[config.mk]
export PLATFORM = sky130hd
export DESIGN_NAME = pat_packet_generator_flat
export DESIGN_NICKNAME = d
export VERILOG_FILES = /design/src/rtl/core/pat_pkg.sv /design/src/rtl/core/pat_req_if.sv /design/src/rtl/core/pat_word_if.sv /design/src/rtl/core/pat_packet_generator.sv /design/src/flat_wrapper.sv
export VERILOG_INCLUDE_DIRS = /design/src /design/src/rtl/core
export SDC_FILE = /design/constraint.sdc
export NUM_CORES = 1
export LEC_CHECK = 0
export ABC_AREA = 1
export BUFFER_PORTS_ARGS = -buffer_cell sky130_fd_sc_hd__buf_2
export CAP_MARGIN = 20
export CORE_ASPECT_RATIO = 1.1
export CORE_UTILIZATION = 40
export CTS_CLUSTER_DIAMETER = 150
export DETAILED_ROUTE_END_ITERATION = 16
export SLEW_MARGIN = 20
export SYNTH_ARGS = -nofsm -noshare
export SYNTH_HDL_FRONTEND = slang
export SYNTH_SLANG_ARGS = --single-unit
[constraint.sdc]
create_clock -name clk -period 5.25 [get_ports clk]
set_clock_uncertainty 0.2 [all_clocks]
set_input_delay 0.2625 -clock clk [delete_from_list [all_inputs] [get_ports clk]]
set_output_delay 0.2625 -clock clk [all_outputs]
set_load 0.03 [all_outputs]
[src/rtl/core/pat_packet_generator_macros.svh]
// ---------------------------------------------------------------------------
// PAT packet generator assertion macros
// Shared concurrent assertion forms for the packet generator modules.
// ---------------------------------------------------------------------------
`ifndef PAT_PACKET_GENERATOR_MACROS_SVH
`define PAT_PACKET_GENERATOR_MACROS_SVH

// The consequent holds in the same cycle as the antecedent.
`define PAT_ASSERT_SAME(label, clk, rst_n, ante, cons) \
    label: assert property (@(posedge clk) disable iff (!rst_n) (ante) |-> (cons)) \
        else $error("PAT generator same-cycle check failed");

// The consequent holds in the cycle after the antecedent.
`define PAT_ASSERT_NEXT(label, clk, rst_n, ante, cons) \
    label: assert property (@(posedge clk) disable iff (!rst_n) (ante) |=> (cons)) \
        else $error("PAT generator next-cycle check failed");

`endif

[src/rtl/core/pat_pkg.sv]
// ---------------------------------------------------------------------------
// PAT packet generator package
// Types, packet constants and the byte and CRC functions of the generator.
// ---------------------------------------------------------------------------
package pat_pkg;

    localparam int PKT_WORDS   = 47;
    localparam int SEC_FIRST   = 5;
    localparam int SEC_BYTES   = 12;
    localparam int WIDX_W      = 6;
    localparam int SCNT_W      = 4;
    localparam int BIDX_W      = 8;

    localparam logic [WIDX_W-1:0] LAST_WIDX = WIDX_W'(PKT_WORDS - 1);
    localparam logic [SCNT_W-1:0] SEC_DONE  = SCNT_W'(SEC_BYTES);

    localparam logic [31:0] CRC_POLY = 32'h04c1_1db7;
    localparam logic [31:0] CRC_INIT = 32'hffff_ffff;

    localparam logic [7:0] SYNC_BYTE    = 8'h47;
    localparam logic [7:0] PUSI_BYTE    = 8'h40;
    localparam logic [3:0] AFC_PAYLOAD  = 4'h1;
    localparam logic [7:0] PAT_TABLE_ID = 8'h00;
    localparam logic [7:0] SEC_FLAGS    = 8'hb0;
    localparam logic [7:0] SEC_LENGTH   = 8'(SEC_BYTES + 1);
    localparam logic [1:0] VER_RSVD     = 2'b11;
    localparam logic [2:0] PID_RSVD     = 3'b111;
    localparam logic [7:0] STUFF_BYTE   = 8'hff;

    typedef struct packed {
        logic [15:0] stream_id;
        logic [4:0]  version_number;
        logic        current_next;
        logic [15:0] program_number;
        logic [12:0] pmt_pid;
    } req_t;

    function automatic logic [31:0] crc_byte(input logic [31:0] crc, input logic [7:0] data);
        logic [31:0] c;
        c = crc ^ {data, 24'h0};
        for (int b = 0; b < 8; b++) begin
            c = c[31] ? ((c << 1) ^ CRC_POLY) : (c << 1);
        end
        return c;
    endfunction

    function automatic logic [7:0] pkt_byte(input logic [BIDX_W-1:0] idx, input req_t r,
                                            input logic [3:0] cc, input logic [31:0] crc);
        logic [7:0] v;
        case (idx)
            8'd0:    v = SYNC_BYTE;
            8'd1:    v = PUSI_BYTE;
            8'd2:    v = 8'h00;
            8'd3:    v = {AFC_PAYLOAD, cc};
            8'd4:    v = 8'h00;
            8'd5:    v = PAT_TABLE_ID;
            8'd6:    v = SEC_FLAGS;
            8'd7:    v = SEC_LENGTH;
            8'd8:    v = r.stream_id[15:8];
            8'd9:    v = r.stream_id[7:0];
            8'd10:   v = {VER_RSVD, r.version_number, r.current_next};
            8'd11:   v = 8'h00;
            8'd12:   v = 8'h00;
            8'd13:   v = r.program_number[15:8];
            8'd14:   v = r.program_number[7:0];
            8'd15:   v = {PID_RSVD, r.pmt_pid[12:8]};
            8'd16:   v = r.pmt_pid[7:0];
            8'd17:   v = crc[31:24];
            8'd18:   v = crc[23:16];
            8'd19:   v = crc[15:8];
            8'd20:   v = crc[7:0];
            default: v = STUFF_BYTE;
        endcase
        return v;
    endfunction

endpackage

[src/rtl/core/pat_req_if.sv]
// ---------------------------------------------------------------------------
// PAT request channel
// Valid/ready channel that carries one packet request.
// ---------------------------------------------------------------------------
interface pat_req_if;

    logic        valid;
    logic        ready;
    logic [15:0] stream_id;
    logic [4:0]  version_number;
    logic        current_next;
    logic [15:0] program_number;
    logic [12:0] pmt_pid;

    modport source (
        output valid, stream_id, version_number, current_next, program_number, pmt_pid,
        input  ready
    );

    modport sink (
        input  valid, stream_id, version_number, current_next, program_number, pmt_pid,
        output ready
    );

endinterface

[src/rtl/core/pat_word_if.sv]
// ---------------------------------------------------------------------------
// PAT packet word channel
// Valid/ready channel that carries one 32-bit packet word.
// ---------------------------------------------------------------------------
interface pat_word_if;

    logic        valid;
    logic        ready;
    logic [31:0] packet_word;
    logic [5:0]  word_index;
    logic        last_word;

    modport source (
        output valid, packet_word, word_index, last_word,
        input  ready
    );

    modport sink (
        input  valid, packet_word, word_index, last_word,
        output ready
    );

endinterface

[src/rtl/core/pat_packet_generator.sv]
// ---------------------------------------------------------------------------
// PAT packet generator
// Builds one 188-byte transport stream packet with a single-program PAT and
// its CRC-32 for each request, and sends it as 47 big-endian words.
//
// Channel   Direction  Payload
// req       in         stream_id, version_number, current_next, program_number, pmt_pid
// word      out        packet_word, word_index, last_word
//
// A packet is sent as 47 words on the output, one word per transfer.
// The section CRC is computed one byte per cycle, over its 12 bytes, while the
// previous packet is still being sent, so packets follow back to back.
// A request with a zero PMT PID is taken and dropped without output.
// Output stalls hold the current word; reset clears the continuity counter.
// ---------------------------------------------------------------------------
`include "pat_packet_generator_macros.svh"

module pat_packet_generator (
    input  logic clk,
    input  logic rst_n,
    pat_req_if.sink    req,
    pat_word_if.source word
);

    import pat_pkg::*;

    logic              cc_reg;
    logic [3:0]        cc_cnt_reg;
    logic              a_full_reg;
    logic [SCNT_W-1:0] a_cnt_reg;
    req_t              a_req_reg;
    logic [3:0]        a_cc_reg;
    logic [31:0]       a_crc_reg;

    logic              b_active_reg;
    logic [WIDX_W-1:0] b_idx_reg;
    req_t              b_req_reg;
    logic [3:0]        b_cc_reg;
    logic [31:0]       b_crc_reg;

    logic              in_xfer;
    logic              in_take;
    logic              out_xfer;
    logic              out_last;
    logic              a_done;
    logic              b_load;
    logic [3:0]        cc_next;
    logic [BIDX_W-1:0] sec_idx;
    logic [BIDX_W-1:0] byte_base;
    req_t              in_req;

    assign in_req.stream_id      = req.stream_id;
    assign in_req.version_number = req.version_number;
    assign in_req.current_next   = req.current_next;
    assign in_req.program_number = req.program_number;
    assign in_req.pmt_pid        = req.pmt_pid;

    assign req.ready = !a_full_reg;
    assign in_xfer   = req.valid && req.ready;
    assign in_take   = in_xfer && (req.pmt_pid != 13'd0);
    assign cc_next   = cc_cnt_reg + 4'd1;

    assign a_done   = a_full_reg && (a_cnt_reg == SEC_DONE);
    assign out_last = (b_idx_reg == LAST_WIDX);
    assign out_xfer = b_active_reg && word.ready;
    assign b_load   = a_done && (!b_active_reg || (out_xfer && out_last));
    assign sec_idx  = BIDX_W'(SEC_FIRST) + BIDX_W'(a_cnt_reg);

    // The continuity counter advances once per packet that is built.
    always_ff @(posedge clk or negedge rst_n)
    begin
        if (!rst_n)
        begin
            cc_reg     <= 1'b0;
            cc_cnt_reg <= 4'd0;
        end
        else if (in_take)
        begin
            cc_reg     <= 1'b1;
            cc_cnt_reg <= cc_next;
        end
    end

    always_ff @(posedge clk or negedge rst_n)
    begin
        if (!rst_n)
        begin
            a_full_reg <= 1'b0;
            a_cnt_reg  <= '0;
        end
        else if (in_take)
        begin
            a_full_reg <= 1'b1;
            a_cnt_reg  <= '0;
        end
        else if (b_load)
        begin
            a_full_reg <= 1'b0;
        end
        else if (a_full_reg && !a_done)
        begin
            a_cnt_reg <= a_cnt_reg + SCNT_W'(1);
        end
    end

    always_ff @(posedge clk)
    begin
        if (in_take)
        begin
            a_req_reg <= in_req;
            a_cc_reg  <= cc_next;
            a_crc_reg <= CRC_INIT;
        end
        else if (a_full_reg && !a_done)
        begin
            a_crc_reg <= crc_byte(a_crc_reg, pkt_byte(sec_idx, a_req_reg, a_cc_reg, a_crc_reg));
        end
    end

    always_ff @(posedge clk or negedge rst_n)
    begin
        if (!rst_n)
        begin
            b_active_reg <= 1'b0;
            b_idx_reg    <= '0;
        end
        else if (b_load)
        begin
            b_active_reg <= 1'b1;
            b_idx_reg    <= '0;
        end
        else if (out_xfer)
        begin
            if (out_last)
            begin
                b_active_reg <= 1'b0;
            end
            else
            begin
                b_idx_reg <= b_idx_reg + WIDX_W'(1);
            end
        end
    end

    always_ff @(posedge clk)
    begin
        if (b_load)
        begin
            b_req_reg <= a_req_reg;
            b_cc_reg  <= a_cc_reg;
            b_crc_reg <= a_crc_reg;
        end
    end

    assign byte_base = {b_idx_reg, 2'b00};

    assign word.valid       = b_active_reg;
    assign word.word_index  = b_idx_reg;
    assign word.last_word   = out_last;
    assign word.packet_word = {
        pkt_byte(byte_base,                 b_req_reg, b_cc_reg, b_crc_reg),
        pkt_byte(byte_base + BIDX_W'(1),    b_req_reg, b_cc_reg, b_crc_reg),
        pkt_byte(byte_base + BIDX_W'(2),    b_req_reg, b_cc_reg, b_crc_reg),
        pkt_byte(byte_base + BIDX_W'(3),    b_req_reg, b_cc_reg, b_crc_reg)
    };

    `PAT_ASSERT_NEXT(a_start_chk, clk, rst_n, in_take, a_full_reg && (a_cnt_reg == '0))
    `PAT_ASSERT_SAME(a_cnt_chk, clk, rst_n, a_full_reg, a_cnt_reg <= SEC_DONE)
    `PAT_ASSERT_SAME(b_idx_chk, clk, rst_n, b_active_reg, b_idx_reg <= LAST_WIDX)
    `PAT_ASSERT_NEXT(b_step_chk, clk, rst_n, out_xfer && !out_last,
                     b_active_reg && (b_idx_reg == $past(b_idx_reg) + WIDX_W'(1)))
    `PAT_ASSERT_NEXT(cc_step_chk, clk, rst_n, in_take && cc_reg,
                     cc_cnt_reg == $past(cc_cnt_reg) + 4'd1)

endmodule
[src/flat_wrapper.sv]
// flat-port wrapper written by rule: the top's interface ports become plain ports
module pat_packet_generator_flat import pat_pkg::*;
  (clk, rst_n, req_valid, req_stream_id, req_version_number, req_current_next, req_program_number, req_pmt_pid, req_ready, word_valid, word_packet_word, word_word_index, word_last_word, word_ready);
  pat_req_if req_i ();
  pat_word_if word_i ();
  input  logic clk;
  input  logic rst_n;
  input wire logic [$bits(req_i.valid)-1:0] req_valid;
  input wire logic [$bits(req_i.stream_id)-1:0] req_stream_id;
  input wire logic [$bits(req_i.version_number)-1:0] req_version_number;
  input wire logic [$bits(req_i.current_next)-1:0] req_current_next;
  input wire logic [$bits(req_i.program_number)-1:0] req_program_number;
  input wire logic [$bits(req_i.pmt_pid)-1:0] req_pmt_pid;
  output wire logic [$bits(req_i.ready)-1:0] req_ready;
  output wire logic [$bits(word_i.valid)-1:0] word_valid;
  output wire logic [$bits(word_i.packet_word)-1:0] word_packet_word;
  output wire logic [$bits(word_i.word_index)-1:0] word_word_index;
  output wire logic [$bits(word_i.last_word)-1:0] word_last_word;
  input wire logic [$bits(word_i.ready)-1:0] word_ready;
  assign req_i.valid = req_valid;
  assign req_i.stream_id = req_stream_id;
  assign req_i.version_number = req_version_number;
  assign req_i.current_next = req_current_next;
  assign req_i.program_number = req_program_number;
  assign req_i.pmt_pid = req_pmt_pid;
  assign req_ready = req_i.ready;
  assign word_valid = word_i.valid;
  assign word_packet_word = word_i.packet_word;
  assign word_word_index = word_i.word_index;
  assign word_last_word = word_i.last_word;
  assign word_i.ready = word_ready;
  pat_packet_generator u_core (.clk(clk), .rst_n(rst_n), .req(req_i), .word(word_i));
endmodule
==> summary.txt <==
Outcome
  – Status: finished clean

Route
  – Routed len/inst: 19.1 um
  – Via count: around 7600
  – Drt initial violations: 621
  – Drt first pass iters: 5
  – DRC: 0
  – Post-DRT Antenna Nets: 0
  – Via-per-instance ratio: 5.16
  – Drt total wl: 28200 um

Final layout
  – Most frequent cells in the layout: 329 x nand2_1, 142 x edfxtp_1, 95 x buf_2
  – Area grow syn2layout: 21.0%
  – Multi-input gate area: 3680 um^2
  – Nets: between 1000 and 1500
  – Layout cells sized above 1: 0.194
  – Commonest non-fill, non-tap cell in the layout: nand2_1
  – Flip-flop and latch area: 5310 um^2
  – Fillers: 2173
  – Antenna cells: 0

Setup path
  – CP Launch Type: register
  – Slowest stage delay, CP: 0.45 ns
  – CP most frequent cell: nand2_1
  – Reg2reg start: u_core.a_cnt_reg[1]$_DFFE_PN0P_
  – Crit path max fanout: 22
  – Reg2Reg Capture Point: u_core.a_crc_reg[6]$_SDFFE_PP1P_
  – Reg2Reg Depth: 20
  – CP Data Arrival Time: 4.01 ns
  – Critical path required time: between 5 and 6 ns
  – Crit Path Class: register to register
  – R2R setup slack: ~1.4 ns
  – CP max stage cell: dfrtp_1
  – Crit. End Element: register
  – CP Cell Sequence: ha_1 -> inv_1 -> nand2_1 -> nand2_4 -> nand3_4 -> inv_4 -> nand2_2 -> nand2_2 -> nor2_1 -> nand3_2 -> nand2_1 -> nand2_1 -> nand2_1 -> nand2_1 -> nand2_4 -> nand2_2 -> nand2_2 -> nand3_1 -> nand3_1 -> nand2_1

STA
  – Hold_ws: 0.0840 ns
  – Max_slew headroom: 0.413
  – Final Cycle Share: 0.737
  – Worst-Margin Slew: a little under 0.9 ns
  – Fin. max-slew vios: 0
  – Setup TNS: 0 ns
  – Finish-stage setup viols: 0
  – Final Hold Viols: 0
  – Max Freq: ~260 MHz
  – RSZ-0062 raised after global routing: false
  – Tmin final: 3.87 ns

Global routing
  – Global-route wire length before repair: 41900 um
  – Initial antenna violation count: 0
  – Largest net degree at the start of global routing: 52
  – Total grt overflow: 0
  – Vias in the first global route: 7088
  – GRT Total Usage: 0.238

Placed design
  – GP Congestion: 0.946
  – Detailed placement HPWL: 20700 um
  – PortBufs: 95

Floorplan
  – Num rows: 58
  – Starting density of the core: 0.409
  – CORE AREA: 22900 um^2
  – DIE WIDTH: 148 um
  – Top Ports: between 90 and 100
  – Die area: roughly 24000 um^2
  – Die Y: ~160 um

Yosys
  – Post-synthesis instance total: 1013
  – Top post-synthesis cells by area: edfxtp_1 45%, nand2_1 13%, dfxtp_1 6.8%
  – Sequential share of the synthesized area: 0.565
  – Post-synth EDFFs: 142
  – Post-Syn Nets: about 1100
  – Synthesized flop and latch total: 190
  – Post-synthesis cell area: 9390 um^2
  – Async SR Flop Fraction: 0.0842
  – Synth warnings: 0
  – Share of Yosys cell area claimed by the top area cell type: 0.454
  – Library cells used by synthesis: 41
  – Synth area leader: edfxtp_1
  – Syn Area/Cell: between 9 and 10 um^2
  – Main synth FF type: edfxtp_1

Clock tree
  – Clock-pin slew on the worst setup and hold paths: 0.08 ns
  – Clock buffer count from CTS: 17
  – Clock Latency Late Sink: 0.45 ns
  – CTS sink count: 190
  – Post-CTS resize count: 0
  – Root Driver: clkbuf_16
  – H-tree Lvls: 4
  – Clk buf depth: 2
  – CTS tree: done

Worst hold path
  – Hold Crit Class: primary input to async pin

Run
  – Max-Cap Viols: 0
## final cells by class
| cell class | count | area share |
|---|---|---|
| clock buffers | 17 | 0.0374 |
| clock inverters | 15 | 0.0162 |
| inverters | 80 | 0.0270 |
| multi-input cells | 720 | 0.324 |
| flip-flops and latches | 190 | 0.467 |
| well taps | 300 | 0.0330 |
| repair buffers | 157 | 0.0956 |
## worst max path at each step
stage	depth (start not counted)	slack, ns	startpoint	to
3_5_place_dp	20	1.42	u_core.a_cnt_reg[1]$_DFFE_PN0P_	u_core.a_crc_reg[2]$_SDFFE_PP1P_
5_1_grt	20	0.97	u_core.a_cnt_reg[1]$_DFFE_PN0P_	u_core.a_crc_reg[6]$_SDFFE_PP1P_
2_1_floorplan	8	0.47	u_core.word.word_index[0]$_DFFE_PN0P_	u_core.b_cc_reg[0]$_DFFE_PP_
6_report	20	1.38	u_core.a_cnt_reg[1]$_DFFE_PN0P_	u_core.a_crc_reg[6]$_SDFFE_PP1P_
4_1_cts	20	1.40	u_core.a_cnt_reg[1]$_DFFE_PN0P_	u_core.a_crc_reg[6]$_SDFFE_PP1P_
3_3_place_gp	20	1.56	u_core.a_cnt_reg[1]$_DFFE_PN0P_	u_core.a_crc_reg[6]$_SDFFE_PP1P_
## per-layer routing
| layer | wire (um) | share of wire | track usage | vias to the layer above |
|---|---|---|---|---|
| li1 | - | - | - | 3713 |
| met1 | 12500 | 0.44 | 0.320 | 3625 |
| met2 | 13500 | 0.48 | 0.394 | 248 |
| met3 | 1520 | 0.054 | 0.0319 | 44 |
| met4 | 664 | 0.024 | 0.0825 | 0 |
| met5 | 0 | 0 | 0 | - |
## through the flow
| stage | instance area, um^2 | cells | util | setup WS, ns |
|---|---|---|---|---|
| after global routing | 11400 | 1479 | 0.495 | 0.974 |
| after global placement | 10200 | 1394 | 0.446 | 1.56 |
| after detailed placement | 10200 | 1394 | 0.446 | 1.42 |
| after floorplan | 9390 | 1013 | - | 0.472 |
| final | 11400 | 1479 | 0.495 | 1.38 |
| after CTS | 11400 | 1479 | 0.495 | 1.40 |
## logic make-up after synthesis
group                      Yosys count  synth area share
xor gates and xnor gates            27            0.0260
buffers and inverters              103            0.0446
adders and majority gates           10            0.0133
AOI/OAI and AO/OA                   89            0.0524
DFF                                190             0.565
and+or+nand+nor                    594             0.299
## worst max-delay path, delay by kind of cell, from the launching register on
family	cells	cell delay (ns)
adder cells (fa/ha/maj)	1	0.27
buffers and inverters	2	0.18
flip-flops	1	0.45
AND/OR/NAND/NOR	17	2.64
## cells in the mapped netlist, types with 15 or more instances
cell type	instances
nand2_1	329
edfxtp_1	142
inv_1	73
nor2_1	73
nand3_1	58
a21oi_1	39
nand2_2	38
nand4_1	37
dfxtp_1	32
xor2_1	23
o21ai_0	21
dfrtp_1	16
clkbuf_1	15
nand2_4	15
## timing repair
item                      in CTS  in global routing
hold buffers                  53                  0
setup buffers                  0                  0
hold endpoints to repair      68                  0
Power is not shown: default switching activity piles up to over one toggle a cycle in this logic, so the estimate is an artifact.
